$ cat src/rtl/asod_pkg.sv
// package for the accelerometer shake and orientation detector
// holds the shared widths, face and register codes and the inter-stage beat types
// no dependencies
`timescale 1ns / 1ps
`default_nettype none

package asod_pkg;

    localparam int SAMPLE_W = 16;
    localparam int SUM_W    = 20;
    localparam int SQ_W     = 39;
    localparam int MAG_W    = SQ_W + 1;
    localparam int THR_W    = 39;
    localparam int CFG_IDX_W = 2;

    localparam logic [THR_W-1:0] THR_RESET = THR_W'(130000000);

    localparam logic [CFG_IDX_W-1:0] REG_SHAKE_EN  = CFG_IDX_W'(0);
    localparam logic [CFG_IDX_W-1:0] REG_FACE_EN   = CFG_IDX_W'(1);
    localparam logic [CFG_IDX_W-1:0] REG_THRESHOLD = CFG_IDX_W'(2);

    typedef logic [2:0] face_t;
    localparam face_t FACE_NONE = 3'd6;

    typedef enum logic [1:0] {
        AXIS_X = 2'd0,
        AXIS_Y = 2'd1,
        AXIS_Z = 2'd2
    } axis_t;

    // window sums handed from the accumulator to the square stage
    typedef struct packed {
        logic signed [SUM_W-1:0] x;
        logic signed [SUM_W-1:0] y;
        logic signed [SUM_W-1:0] z;
    } win_t;

    // squared sums plus the positive flag of each sum
    typedef struct packed {
        logic [SQ_W-1:0] qx;
        logic [SQ_W-1:0] qy;
        logic [SQ_W-1:0] qz;
        logic            px;
        logic            py;
        logic            pz;
    } sq_t;

endpackage

`default_nettype wire

$ cat src/rtl/accel_shake_and_orientation_detect_core.sv
// top level of the accelerometer shake and orientation detector
// channel   | signals                                   | direction
// ----------+-------------------------------------------+----------
// sample    | in_valid/in_ready, accel_x/y/z, read_error| in
// result    | out_valid/out_ready, shake, face,         | out
//           | face_changed, magnitude_sq                |
// config    | cfg_we, cfg_index, cfg_wdata              | in
// one sample beat per cycle while in_ready is high, set by the single add per axis
// in the accumulator; out_valid is registered behind the square register
// path: accumulator register, square register, decision/result register
// rst_n clears sums, count and face (to none); enables off, threshold to 130000000
// a full pipe stalls sample beats only at the last beat of a window
// depends on asod_pkg, asod_accum, asod_square, asod_decide
`timescale 1ns / 1ps
`default_nettype none

module accel_shake_and_orientation_detect_core
    import asod_pkg::*;
#(
    parameter int WINDOW_LEN  = 10,
    parameter int SAMPLE_BITS = 16
)
(
    input  wire logic                        clk,
    input  wire logic                        rst_n,
    input  wire logic                        in_valid,
    output logic                             in_ready,
    input  wire logic signed [SAMPLE_W-1:0]  accel_x,
    input  wire logic signed [SAMPLE_W-1:0]  accel_y,
    input  wire logic signed [SAMPLE_W-1:0]  accel_z,
    input  wire logic                        read_error,
    output logic                             out_valid,
    input  wire logic                        out_ready,
    output logic                             shake,
    output logic [2:0]                       face,
    output logic                             face_changed,
    output logic [SQ_W-1:0]                  magnitude_sq,
    input  wire logic                        cfg_we,
    input  wire logic [CFG_IDX_W-1:0]        cfg_index,
    input  wire logic [THR_W-1:0]            cfg_wdata
);

    logic             shake_en_reg;
    logic             face_en_reg;
    logic [THR_W-1:0] threshold_reg;

    logic win_valid;
    logic win_ready;
    win_t win;
    logic sq_valid;
    logic sq_ready;
    sq_t  sq;

    always_ff @(posedge clk or negedge rst_n)
    begin
        if (!rst_n)
        begin
            shake_en_reg  <= 1'b0;
            face_en_reg   <= 1'b0;
            threshold_reg <= THR_RESET;
        end
        else if (cfg_we)
        begin
            case (cfg_index)
                REG_SHAKE_EN:  shake_en_reg  <= cfg_wdata[0];
                REG_FACE_EN:   face_en_reg   <= cfg_wdata[0];
                REG_THRESHOLD: threshold_reg <= cfg_wdata;
                default:       ;
            endcase
        end
    end

    asod_accum #(
        .WINDOW_LEN  (WINDOW_LEN),
        .SAMPLE_BITS (SAMPLE_BITS)
    ) u_accum (
        .clk        (clk),
        .rst_n      (rst_n),
        .in_valid   (in_valid),
        .in_ready   (in_ready),
        .accel_x    (accel_x),
        .accel_y    (accel_y),
        .accel_z    (accel_z),
        .read_error (read_error),
        .win_valid  (win_valid),
        .win_ready  (win_ready),
        .win        (win)
    );

    asod_square u_square (
        .clk       (clk),
        .rst_n     (rst_n),
        .win_valid (win_valid),
        .win_ready (win_ready),
        .win       (win),
        .sq_valid  (sq_valid),
        .sq_ready  (sq_ready),
        .sq        (sq)
    );

    asod_decide u_decide (
        .clk             (clk),
        .rst_n           (rst_n),
        .shake_enable    (shake_en_reg),
        .face_enable     (face_en_reg),
        .shake_threshold (threshold_reg),
        .sq_valid        (sq_valid),
        .sq_ready        (sq_ready),
        .sq              (sq),
        .out_valid       (out_valid),
        .out_ready       (out_ready),
        .shake           (shake),
        .face            (face),
        .face_changed    (face_changed),
        .magnitude_sq    (magnitude_sq)
    );

endmodule

`default_nettype wire

$ cat src/rtl/asod_accum.sv
// window accumulator: sums good samples and counts every beat
// hands the finished window sums on in a registered beat; uses asod_pkg
`timescale 1ns / 1ps
`default_nettype none

module asod_accum
    import asod_pkg::*;
#(
    parameter int WINDOW_LEN  = 10,
    parameter int SAMPLE_BITS = 16
)
(
    input  wire logic                       clk,
    input  wire logic                       rst_n,
    input  wire logic                       in_valid,
    output logic                            in_ready,
    input  wire logic signed [SAMPLE_W-1:0] accel_x,
    input  wire logic signed [SAMPLE_W-1:0] accel_y,
    input  wire logic signed [SAMPLE_W-1:0] accel_z,
    input  wire logic                       read_error,
    output logic                            win_valid,
    input  wire logic                       win_ready,
    output win_t                            win
);

    localparam int CNT_W = (WINDOW_LEN > 1) ? $clog2(WINDOW_LEN) : 1;
    localparam logic [CNT_W-1:0] CNT_LAST = CNT_W'(WINDOW_LEN - 1);

    logic [CNT_W-1:0]        count_reg;
    logic signed [SUM_W-1:0] sum_x_reg;
    logic signed [SUM_W-1:0] sum_y_reg;
    logic signed [SUM_W-1:0] sum_z_reg;
    logic                    win_valid_reg;
    win_t                    win_reg;

    logic                    last;
    logic                    fire;
    logic signed [SUM_W-1:0] add_x;
    logic signed [SUM_W-1:0] add_y;
    logic signed [SUM_W-1:0] add_z;
    win_t                    sums_next;

    always_comb
    begin
        last     = (count_reg == CNT_LAST);
        in_ready = !last || !win_valid_reg || win_ready;
        fire     = in_valid && in_ready;
        // only the low sample bits count, sign extended
        add_x = read_error ? '0 : SUM_W'($signed(accel_x[SAMPLE_BITS-1:0]));
        add_y = read_error ? '0 : SUM_W'($signed(accel_y[SAMPLE_BITS-1:0]));
        add_z = read_error ? '0 : SUM_W'($signed(accel_z[SAMPLE_BITS-1:0]));
        sums_next.x = sum_x_reg + add_x;
        sums_next.y = sum_y_reg + add_y;
        sums_next.z = sum_z_reg + add_z;
    end

    always_ff @(posedge clk or negedge rst_n)
    begin
        if (!rst_n)
        begin
            count_reg     <= '0;
            sum_x_reg     <= '0;
            sum_y_reg     <= '0;
            sum_z_reg     <= '0;
            win_valid_reg <= 1'b0;
        end
        else
        begin
            if (win_ready)
            begin
                win_valid_reg <= 1'b0;
            end
            if (fire)
            begin
                if (last)
                begin
                    count_reg     <= '0;
                    sum_x_reg     <= '0;
                    sum_y_reg     <= '0;
                    sum_z_reg     <= '0;
                    win_valid_reg <= 1'b1;
                end
                else
                begin
                    count_reg <= count_reg + CNT_W'(1);
                    sum_x_reg <= sums_next.x;
                    sum_y_reg <= sums_next.y;
                    sum_z_reg <= sums_next.z;
                end
            end
        end
    end

    always_ff @(posedge clk)
    begin
        if (fire && last)
        begin
            win_reg <= sums_next;
        end
    end

    assign win_valid = win_valid_reg;
    assign win       = win_reg;

    a_count_range: assert property (@(posedge clk) disable iff (!rst_n)
        count_reg <= CNT_LAST)
        else $error("window count past window end");

    a_error_no_add: assert property (@(posedge clk) disable iff (!rst_n)
        fire && read_error && !last |=> sum_x_reg == $past(sum_x_reg)
            && sum_y_reg == $past(sum_y_reg) && sum_z_reg == $past(sum_z_reg))
        else $error("failed read changed the window sums");

    a_window_out: assert property (@(posedge clk) disable iff (!rst_n)
        fire && last |=> win_valid_reg && count_reg == '0)
        else $error("window end did not produce a beat");

endmodule

`default_nettype wire

$ cat src/rtl/asod_square.sv
// square stage: squares each window sum and notes which sums are positive
// registered beat out; uses asod_pkg
`timescale 1ns / 1ps
`default_nettype none

module asod_square
    import asod_pkg::*;
(
    input  wire logic clk,
    input  wire logic rst_n,
    input  wire logic win_valid,
    output logic      win_ready,
    input  wire win_t win,
    output logic      sq_valid,
    input  wire logic sq_ready,
    output sq_t       sq
);

    logic       sq_valid_reg;
    sq_t        sq_reg;
    sq_t        sq_next;
    logic       fire;
    logic [SUM_W-1:0]   abs_x;
    logic [SUM_W-1:0]   abs_y;
    logic [SUM_W-1:0]   abs_z;
    logic [2*SUM_W-1:0] prod_x;
    logic [2*SUM_W-1:0] prod_y;
    logic [2*SUM_W-1:0] prod_z;

    always_comb
    begin
        win_ready = !sq_valid_reg || sq_ready;
        fire      = win_valid && win_ready;
        abs_x  = win.x[SUM_W-1] ? SUM_W'(-win.x) : SUM_W'(win.x);
        abs_y  = win.y[SUM_W-1] ? SUM_W'(-win.y) : SUM_W'(win.y);
        abs_z  = win.z[SUM_W-1] ? SUM_W'(-win.z) : SUM_W'(win.z);
        prod_x = abs_x * abs_x;
        prod_y = abs_y * abs_y;
        prod_z = abs_z * abs_z;
        sq_next.qx = prod_x[SQ_W-1:0];
        sq_next.qy = prod_y[SQ_W-1:0];
        sq_next.qz = prod_z[SQ_W-1:0];
        sq_next.px = !win.x[SUM_W-1] && (win.x != '0);
        sq_next.py = !win.y[SUM_W-1] && (win.y != '0);
        sq_next.pz = !win.z[SUM_W-1] && (win.z != '0);
    end

    always_ff @(posedge clk or negedge rst_n)
    begin
        if (!rst_n)
        begin
            sq_valid_reg <= 1'b0;
        end
        else if (win_ready)
        begin
            sq_valid_reg <= win_valid;
        end
    end

    always_ff @(posedge clk)
    begin
        if (fire)
        begin
            sq_reg <= sq_next;
        end
    end

    assign sq_valid = sq_valid_reg;
    assign sq       = sq_reg;

endmodule

`default_nettype wire

$ cat src/rtl/asod_decide.sv
// decision stage: magnitude sum, shake compare and face pick
// holds the current face and the result register; uses asod_pkg
`timescale 1ns / 1ps
`default_nettype none

module asod_decide
    import asod_pkg::*;
(
    input  wire logic             clk,
    input  wire logic             rst_n,
    input  wire logic             shake_enable,
    input  wire logic             face_enable,
    input  wire logic [THR_W-1:0] shake_threshold,
    input  wire logic             sq_valid,
    output logic                  sq_ready,
    input  wire sq_t              sq,
    output logic                  out_valid,
    input  wire logic             out_ready,
    output logic                  shake,
    output face_t                 face,
    output logic                  face_changed,
    output logic [SQ_W-1:0]       magnitude_sq
);

    logic            out_valid_reg;
    face_t           orient_reg;
    face_t           orient_next;
    logic            shake_reg;
    logic            shake_next;
    logic            changed_reg;
    logic            changed_next;
    logic [SQ_W-1:0] mag_reg;
    logic [SQ_W-1:0] mag_next;
    logic            fire;
    logic [MAG_W-1:0] mag;
    axis_t           axis;
    logic [SQ_W-1:0] best_sq;
    logic            best_pos;
    face_t           picked;

    always_comb
    begin
        sq_ready = !out_valid_reg || out_ready;
        fire     = sq_valid && sq_ready;
        mag = MAG_W'(sq.qx) + MAG_W'(sq.qy) + MAG_W'(sq.qz);
        mag_next   = mag[MAG_W-1] ? '1 : mag[SQ_W-1:0];
        shake_next = shake_enable && (mag > MAG_W'(shake_threshold));

        // ties keep the earlier axis
        axis     = AXIS_X;
        best_sq  = sq.qx;
        best_pos = sq.px;
        if (sq.qy > best_sq)
        begin
            axis     = AXIS_Y;
            best_sq  = sq.qy;
            best_pos = sq.py;
        end
        if (sq.qz > best_sq)
        begin
            axis     = AXIS_Z;
            best_pos = sq.pz;
        end
        picked = {axis, best_pos};

        orient_next  = orient_reg;
        changed_next = 1'b0;
        if (face_enable)
        begin
            orient_next  = picked;
            changed_next = (picked != orient_reg);
        end
    end

    always_ff @(posedge clk or negedge rst_n)
    begin
        if (!rst_n)
        begin
            out_valid_reg <= 1'b0;
            orient_reg    <= FACE_NONE;
        end
        else
        begin
            if (sq_ready)
            begin
                out_valid_reg <= sq_valid;
            end
            if (fire)
            begin
                orient_reg <= orient_next;
            end
        end
    end

    always_ff @(posedge clk)
    begin
        if (fire)
        begin
            shake_reg   <= shake_next;
            changed_reg <= changed_next;
            mag_reg     <= mag_next;
        end
    end

    assign out_valid    = out_valid_reg;
    assign shake        = shake_reg;
    assign face         = orient_reg;
    assign face_changed = changed_reg;
    assign magnitude_sq = mag_reg;

    a_changed_has_face: assert property (@(posedge clk) disable iff (!rst_n)
        out_valid_reg && changed_reg |-> orient_reg != FACE_NONE)
        else $error("face change reported without a face");

    a_shake_nonzero: assert property (@(posedge clk) disable iff (!rst_n)
        out_valid_reg && shake_reg |-> mag_reg != '0)
        else $error("shake reported with zero magnitude");

    a_face_hold: assert property (@(posedge clk) disable iff (!rst_n)
        !fire |=> orient_reg == $past(orient_reg))
        else $error("face changed without a beat");

endmodule

`default_nettype wire

$ cat config.mk
export PLATFORM = sky130hd
export DESIGN_NAME = accel_shake_and_orientation_detect_core
export DESIGN_NICKNAME = d
export VERILOG_FILES = /design/src/rtl/asod_pkg.sv /design/src/rtl/accel_shake_and_orientation_detect_core.sv /design/src/rtl/asod_accum.sv /design/src/rtl/asod_square.sv /design/src/rtl/asod_decide.sv
export SDC_FILE = /design/constraint.sdc
export NUM_CORES = 2
export LEC_CHECK = 0
export ABC_AREA = 1
export ABC_CLOCK_PERIOD_IN_PS = 9730
export BUFFER_PORTS_ARGS = -buffer_cell sky130_fd_sc_hd__buf_2
export CAP_MARGIN = 20
export CELL_PAD_IN_SITES_DETAIL_PLACEMENT = 0
export CELL_PAD_IN_SITES_GLOBAL_PLACEMENT = 2
export CORE_UTILIZATION = 41
export DETAILED_ROUTE_END_ITERATION = 10
export PLACE_DENSITY_LB_ADDON = 0.05
export SLEW_MARGIN = 40
export SYNTH_ARGS = -nofsm -noshare
export SYNTH_HDL_FRONTEND = slang
export SYNTH_SLANG_ARGS = --single-unit
$ cat constraint.sdc
create_clock -name clk -period 9.73 [get_ports clk]
set_clock_uncertainty 0.15 [all_clocks]
set_input_delay 1.946 -clock clk [delete_from_list [all_inputs] [get_ports clk]]
set_output_delay 1.946 -clock clk [all_outputs]
set_load 0.005 [all_outputs]
Word level (Yosys, flattened, before mapping)
Cells that the tools add are included.
{ "totals": {"output_inout_bits": 46, "ff_bits": 332} }
{ "classes": {"order_cmp": 3, "n_mux": 18, "reduce_logical": 27, "eq_ne": 4, "n_mul": 3, "addsub": 9} }
{ "op_table": {"columns": ["operator", "count"], "rows": [
  ["two-way mux 20 bit", 9],
  ["multiplier 20 x 20 -> 39 bit", 3],
  ["greater-than comparator 39 bit", 2],
  ["adder 20 bit", 3],
  ["negator 20 bit", 3],
  ["nonzero test 20 bit", 3],
  ["adder 39 x 39 -> 40 bit", 1],
  ["adder 40 x 39 -> 40 bit", 1],
  ["greater-than comparator 40 x 39 -> 1 bit", 1],
  ["two-way mux 39 bit", 1],
  ["logical AND 1 bit", 8],
  ["AND reduction 2 bit", 4],
  ["zero test 1 bit", 7],
  ["two-way mux 1 bit", 6],
  ["adder 4 x 1 -> 4 bit, second input constant", 1],
  ["== test 4 bit, second input constant", 1],
  ["logical OR 1 bit", 4],
  ["two-way mux 4 bit", 1],
  ["!= test 3 bit", 1],
  ["== test 2 x 1 -> 1 bit, second input constant", 1],
  ["== test 2 bit, second input constant", 1],
  ["zero test 2 bit", 1],
  ["two-way mux 2 bit", 1]
]} }

Longest topological paths before layout
{ "logic_depth": {"depth_word": 6, "ltp_mapped": 40, "depth_no_buf": 38} }

Hierarchy
From an unflattened synthesis, not the netlist that was laid out.
{ "hier_totals": {"hier_cells": 7184, "hier_area_um2": 58756.4} }
{ "modules_own_cells": {"columns": ["mod", "n_inst", "area_each_um2", "seq_area_each_um2", "cells_each"], "rows": [
  ["asod_square", 1, 40199.8, 3538.4, 4684],
  ["asod_decide", 1, 8506.9, 1333.8, 1209],
  ["asod_accum", 1, 8301.7, 3428.3, 1103],
  ["accel_shake_and_orientation_detect_core", 1, 1747.9, 1043.5, 188]
]} }

Least setup slack after synthesis
Ideal clock, no wire load.
{ "synth_timing": {"kind": "register to register", "startpoint": "reg u_accum.win_reg (netlist bit u_accum.win[40])", "endpoint": "reg u_square.sq_reg (netlist bit u_square.sq[112]), data pin", "path_slack_ps": 1846, "synth_period_minus_slack_ps": 7884, "setup_ps": 252, "stages_incl_launch_ff": 36, "arrival_ps": 7482, "path_cell_list": "edfxtp_1 inv_1 clkbuf_1 buf_1 ha_1 nand3_1 nor3_2 inv_2 nor2_2 or3b_1 nand2_1 nand2_1 nand2_2 buf_6 nand2_1 fa_1 inv_1 fa_1 inv_1 fa_1 inv_1 fa_1 fa_1 fa_1 inv_1 fa_1 inv_1 ha_1 a21oi_1 o21ai_0 a21oi_1 nor2_1 a211oi_1 nand2_1 nand2_1 nand2_1"} }
{ "synth_between": {"elab_chain_len": 3} }
{ "synth_rtl": {"columns": ["element", "line_no", "source"], "rows": [
  ["start, declared", "asod_accum.sv:34", "win_t win_reg;"],
  ["start signal, assigned", "asod_accum.sv:98", "win_reg <= sums_next;"],
  ["negator 20 bit", "asod_square.sv:34", "abs_x = win.x[SUM_W-1] ? SUM_W'(-win.x) : SUM_W'(win.x);"],
  ["two-way mux 20 bit (*)", "asod_square.sv:34", null],
  ["multiplier 20 x 20 -> 39 bit (*)", "asod_square.sv:37", "prod_x = abs_x * abs_x;"],
  ["named net u_square.prod_x[31]", "asod_square.sv:26", "logic [2*SUM_W-1:0] prod_x;"],
  ["end signal, assigned", "asod_square.sv:64", "sq_reg <= sq_next;"],
  ["end, declared", "asod_square.sv:20", "sq_t sq_reg;"]
]} }
The timed path passes the listed nets; every way through them passes the cells marked *.
A chain may end at the register's enable or synchronous reset.

Worst setup path in the final report
{ "layout_timing": {"startpoint": "reg u_accum.win_reg (netlist bit u_accum.win[1])", "endpoint": "reg u_square.sq_reg (netlist bit u_square.sq[39]), data pin"} }
{ "layout_between": {"elab_chain_len": 3} }
{ "layout_rtl": {"columns": ["element", "line_no", "source"], "rows": [
  ["negator 20 bit", "asod_square.sv:36", "abs_z = win.z[SUM_W-1] ? SUM_W'(-win.z) : SUM_W'(win.z);"],
  ["two-way mux 20 bit (*)", "asod_square.sv:36", null],
  ["multiplier 20 x 20 -> 39 bit (*)", "asod_square.sv:39", "prod_z = abs_z * abs_z;"],
  ["named net u_square.prod_z[36]", "asod_square.sv:28", "logic [2*SUM_W-1:0] prod_z;"]
]} }
Marked as above.

==> out/results.tsv <==
stage	metric	value	unit
floorplan	initial_utilization	41.5	%
setup_path	slowest_delay	0.58	ns
clock_network	clk_latency	0.64	ns
placement	place_congestion	0.884	
clock_network	clock_path_buffers	3	
setup_path	arrival	8.50	ns
placement	dpl_cell_area	0.0596	mm^2
detailed_routing	drt-initial-drc-count	2239	
setup_path	crit_family	adder cells	
yosys	synth-adder-area-share	45.4	%
layout	num_antenna_cells	0	
layout	fill_cells	13900	
layout	final_core_util	45.0	%
timing	tightest_slew	0.820	ns
clock_network	post_cts_buffers	0	
yosys	synth-simple-area-share	15.2	%
setup_path	path_buf_inv	5	
placement	dp_cells	8598	
detailed_routing	vias	42700	
global_routing	gr-total-overflow	0	
global_routing	antenna_found_initial	1	
clock_network	ctsHoldBuffers	0	
layout	fin_area	0.0612	mm^2
timing	hold_violations	0	
timing	tns	0	ns
yosys	synth_ff_type	edfxtp_1	
setup_path	critical_path.slowest_cell	fa_1	
yosys	syn_area_per_cell	8.45	um^2
floorplan	ios	141	
floorplan	row_count	135	
global_routing	grt_max_degree	79	
layout	drive_gt1_share	6.28	%
timing	layout_min_cycle_time	8.30	ns
yosys	synth_cells	6690	
clock_network	htree_levels	2	
floorplan	die_y	373	um
placement	port_buffers	140	
timing	slew_headroom	44.9	%
detailed_routing	ant_nets	0	
clock_network	cts_buffers	47	
yosys	synth-compound-area-share	7.50	%
setup_path	cp_max_fo	12	
yosys	synth_xor_area_share	3.30	%
timing	finalMaxSlewViolations	0	
detailed_routing	firstDrtPassIters	6	
yosys	syn-cell-area	0.0565	mm^2
placement	post-dp-hpwl	141	mm
setup_path	worst_setup_path_end_kind	register	
global_routing	grtUsageTotal	24.3	%
layout	layout.nets	8485	
layout	final_cell_mix	1637 x inv_1, 1144 x nand2_1, 883 x fa_1, 639 x ha_1, 604 x nor2_1	
floorplan	die_w	373	um
min_path	hold_path_class	reg -> reg	
yosys	synth-seq-cells	329	
layout	final_cells	8688	
layout	largest_reg_flops	117	
clock_network	cts_root_buf	clkbuf_16	
layout	area_growth	8.34	%
floorplan	dieArea	0.139	mm^2
yosys	synth-edff-count	218	
setup_path	crit_path_start_kind	register	
clock_network	clk_pin_slew_worst_paths	0.06	ns
detailed_routing	viasPerCell	4.91	
global_routing	grt_pass1_wl	262	mm
timing	clock.fmax	120	MHz
global_routing	first_global_vias	45300	
clock_network	clock_sinks	329	
yosys	synthArstFlopShare	33.7	%
detailed_routing	wl	165	mm
detailed_routing	routedWlPerCell	19.0	um
yosys	synth_cell_type_count	69	
run	maxCapViolCount	0	
setup_path	path_class	reg -> reg	
timing	grt_setup_unrepaired	no	
floorplan	core	0.136	mm^2
layout	final_common_cell	inv_1	
setup_path	crit_required	9.93	ns
detailed_routing	remaining_drc_errors	0	
yosys	yosysWarningCount	0	
run_status	status	finished clean	
clock_network	cts_tree	yes	
timing	setup_viol	0	
yosys	yosys-mux-area-fraction	0	%
clock_network	cts_resized	0	
timing	fin_crit_sh	85.3	%
yosys	yosysSeqAreaShare	16.5	%
yosys	synth_top_family_by_area	adder cells	
==> worst paths after layout <==
check                                      from                    end  slack, ns  cells after the start
worst max-delay path             u_accum.win[1]        u_square.sq[39]       1.43                     32
worst min-delay path            u_accum.win[20]        u_square.sq[42]       0.30                      0
worst max register to register   u_accum.win[1]        u_square.sq[39]       1.43                     32
worst min register to register  u_accum.win[20]        u_square.sq[42]       0.30                      0
max in group asynchronous                 rst_n  u_accum.sum_y_reg[13]       7.12                      2
min in group asynchronous                 rst_n   u_accum.sum_z_reg[6]       1.23                      1
==> layer usage <==
metal / vias up / wire, um / GRT usage [%]
met4: 2 / 2300 / 3.56
li1: 20800 / - / -
met3: 117 / 6210 / 2.47
met2: 720 / 76500 / 40.2
met5: - / 13 / 0
met1: 21100 / 79700 / 35.0
==> cell usage after synthesis (17+ instances only) <==
master / number / area (um^2)
or2_2: 19 / 119
xnor2_1: 57 / 499
nand2_1: 1146 / 4300
nor2_1: 605 / 2270
nor3_1: 46 / 230
fa_1: 883 / 17700
buf_2: 23 / 115
inv_2: 17 / 63.8
nor4_1: 20 / 125
a22o_1: 21 / 184
ha_1: 639 / 8000
a21o_1: 29 / 218
a21oi_1: 346 / 1730
nand4_1: 32 / 200
o21bai_1: 18 / 135
dfrtp_1: 95 / 2380
nand2_2: 35 / 219
inv_1: 1641 / 6160
o21ai_0: 230 / 1150
nand3_1: 132 / 661
xor2_1: 152 / 1330
edfxtp_1: 218 / 6550
clkbuf_1: 74 / 278
==> logic make-up (layout without fill, tap and decap cells) <==
group / Yosys count / after routing
AO/OA/AOI/OAI: 751 / 751
AND/OR/NAND/NOR: 2090 / 2090
adder cells (fa/ha/maj): 1522 / 1522
XOR/XNOR: 211 / 211
flip-flops: 329 / 329
other: 2 / 51
buffers and inverters: 1785 / 1953
==> worst register-to-register path: cells and delay by family (launching register included) <==
family | cells | cell delay [ns]
compound gates | 5 | 0.75
xor+xnor | 1 | 0.13
flops | 1 | 0.43
buf+inv | 5 | 0.62
fa+ha+maj | 9 | 3.83
simple gates | 12 | 2.12
==> area by class of cell <==
type	count	area [um^2]	share of cell area, %
Inverter	1666	6260	10.2
Timing Repair Buffer	199	1180	1.92
Multi-Input combinational cell	4625	40600	66.3
Clock buffer	55	1260	2.05
Sequential cell	329	9340	15.3
Clock inverter	33	345	0.564
Tap cell	1781	2230	3.64
==> metrics by stage <==
stage	setup WS (ns)	hold WS, ns
after floorplan	1.85	0.276
after global placement	1.41	0.283
after detailed placement	1.39	0.285
after CTS	1.41	0.298
after global routing	0.861	0.315
final	1.43	0.298
Power is not shown: default switching activity piles up to over one toggle a cycle in this logic, so the estimate is an artifact.
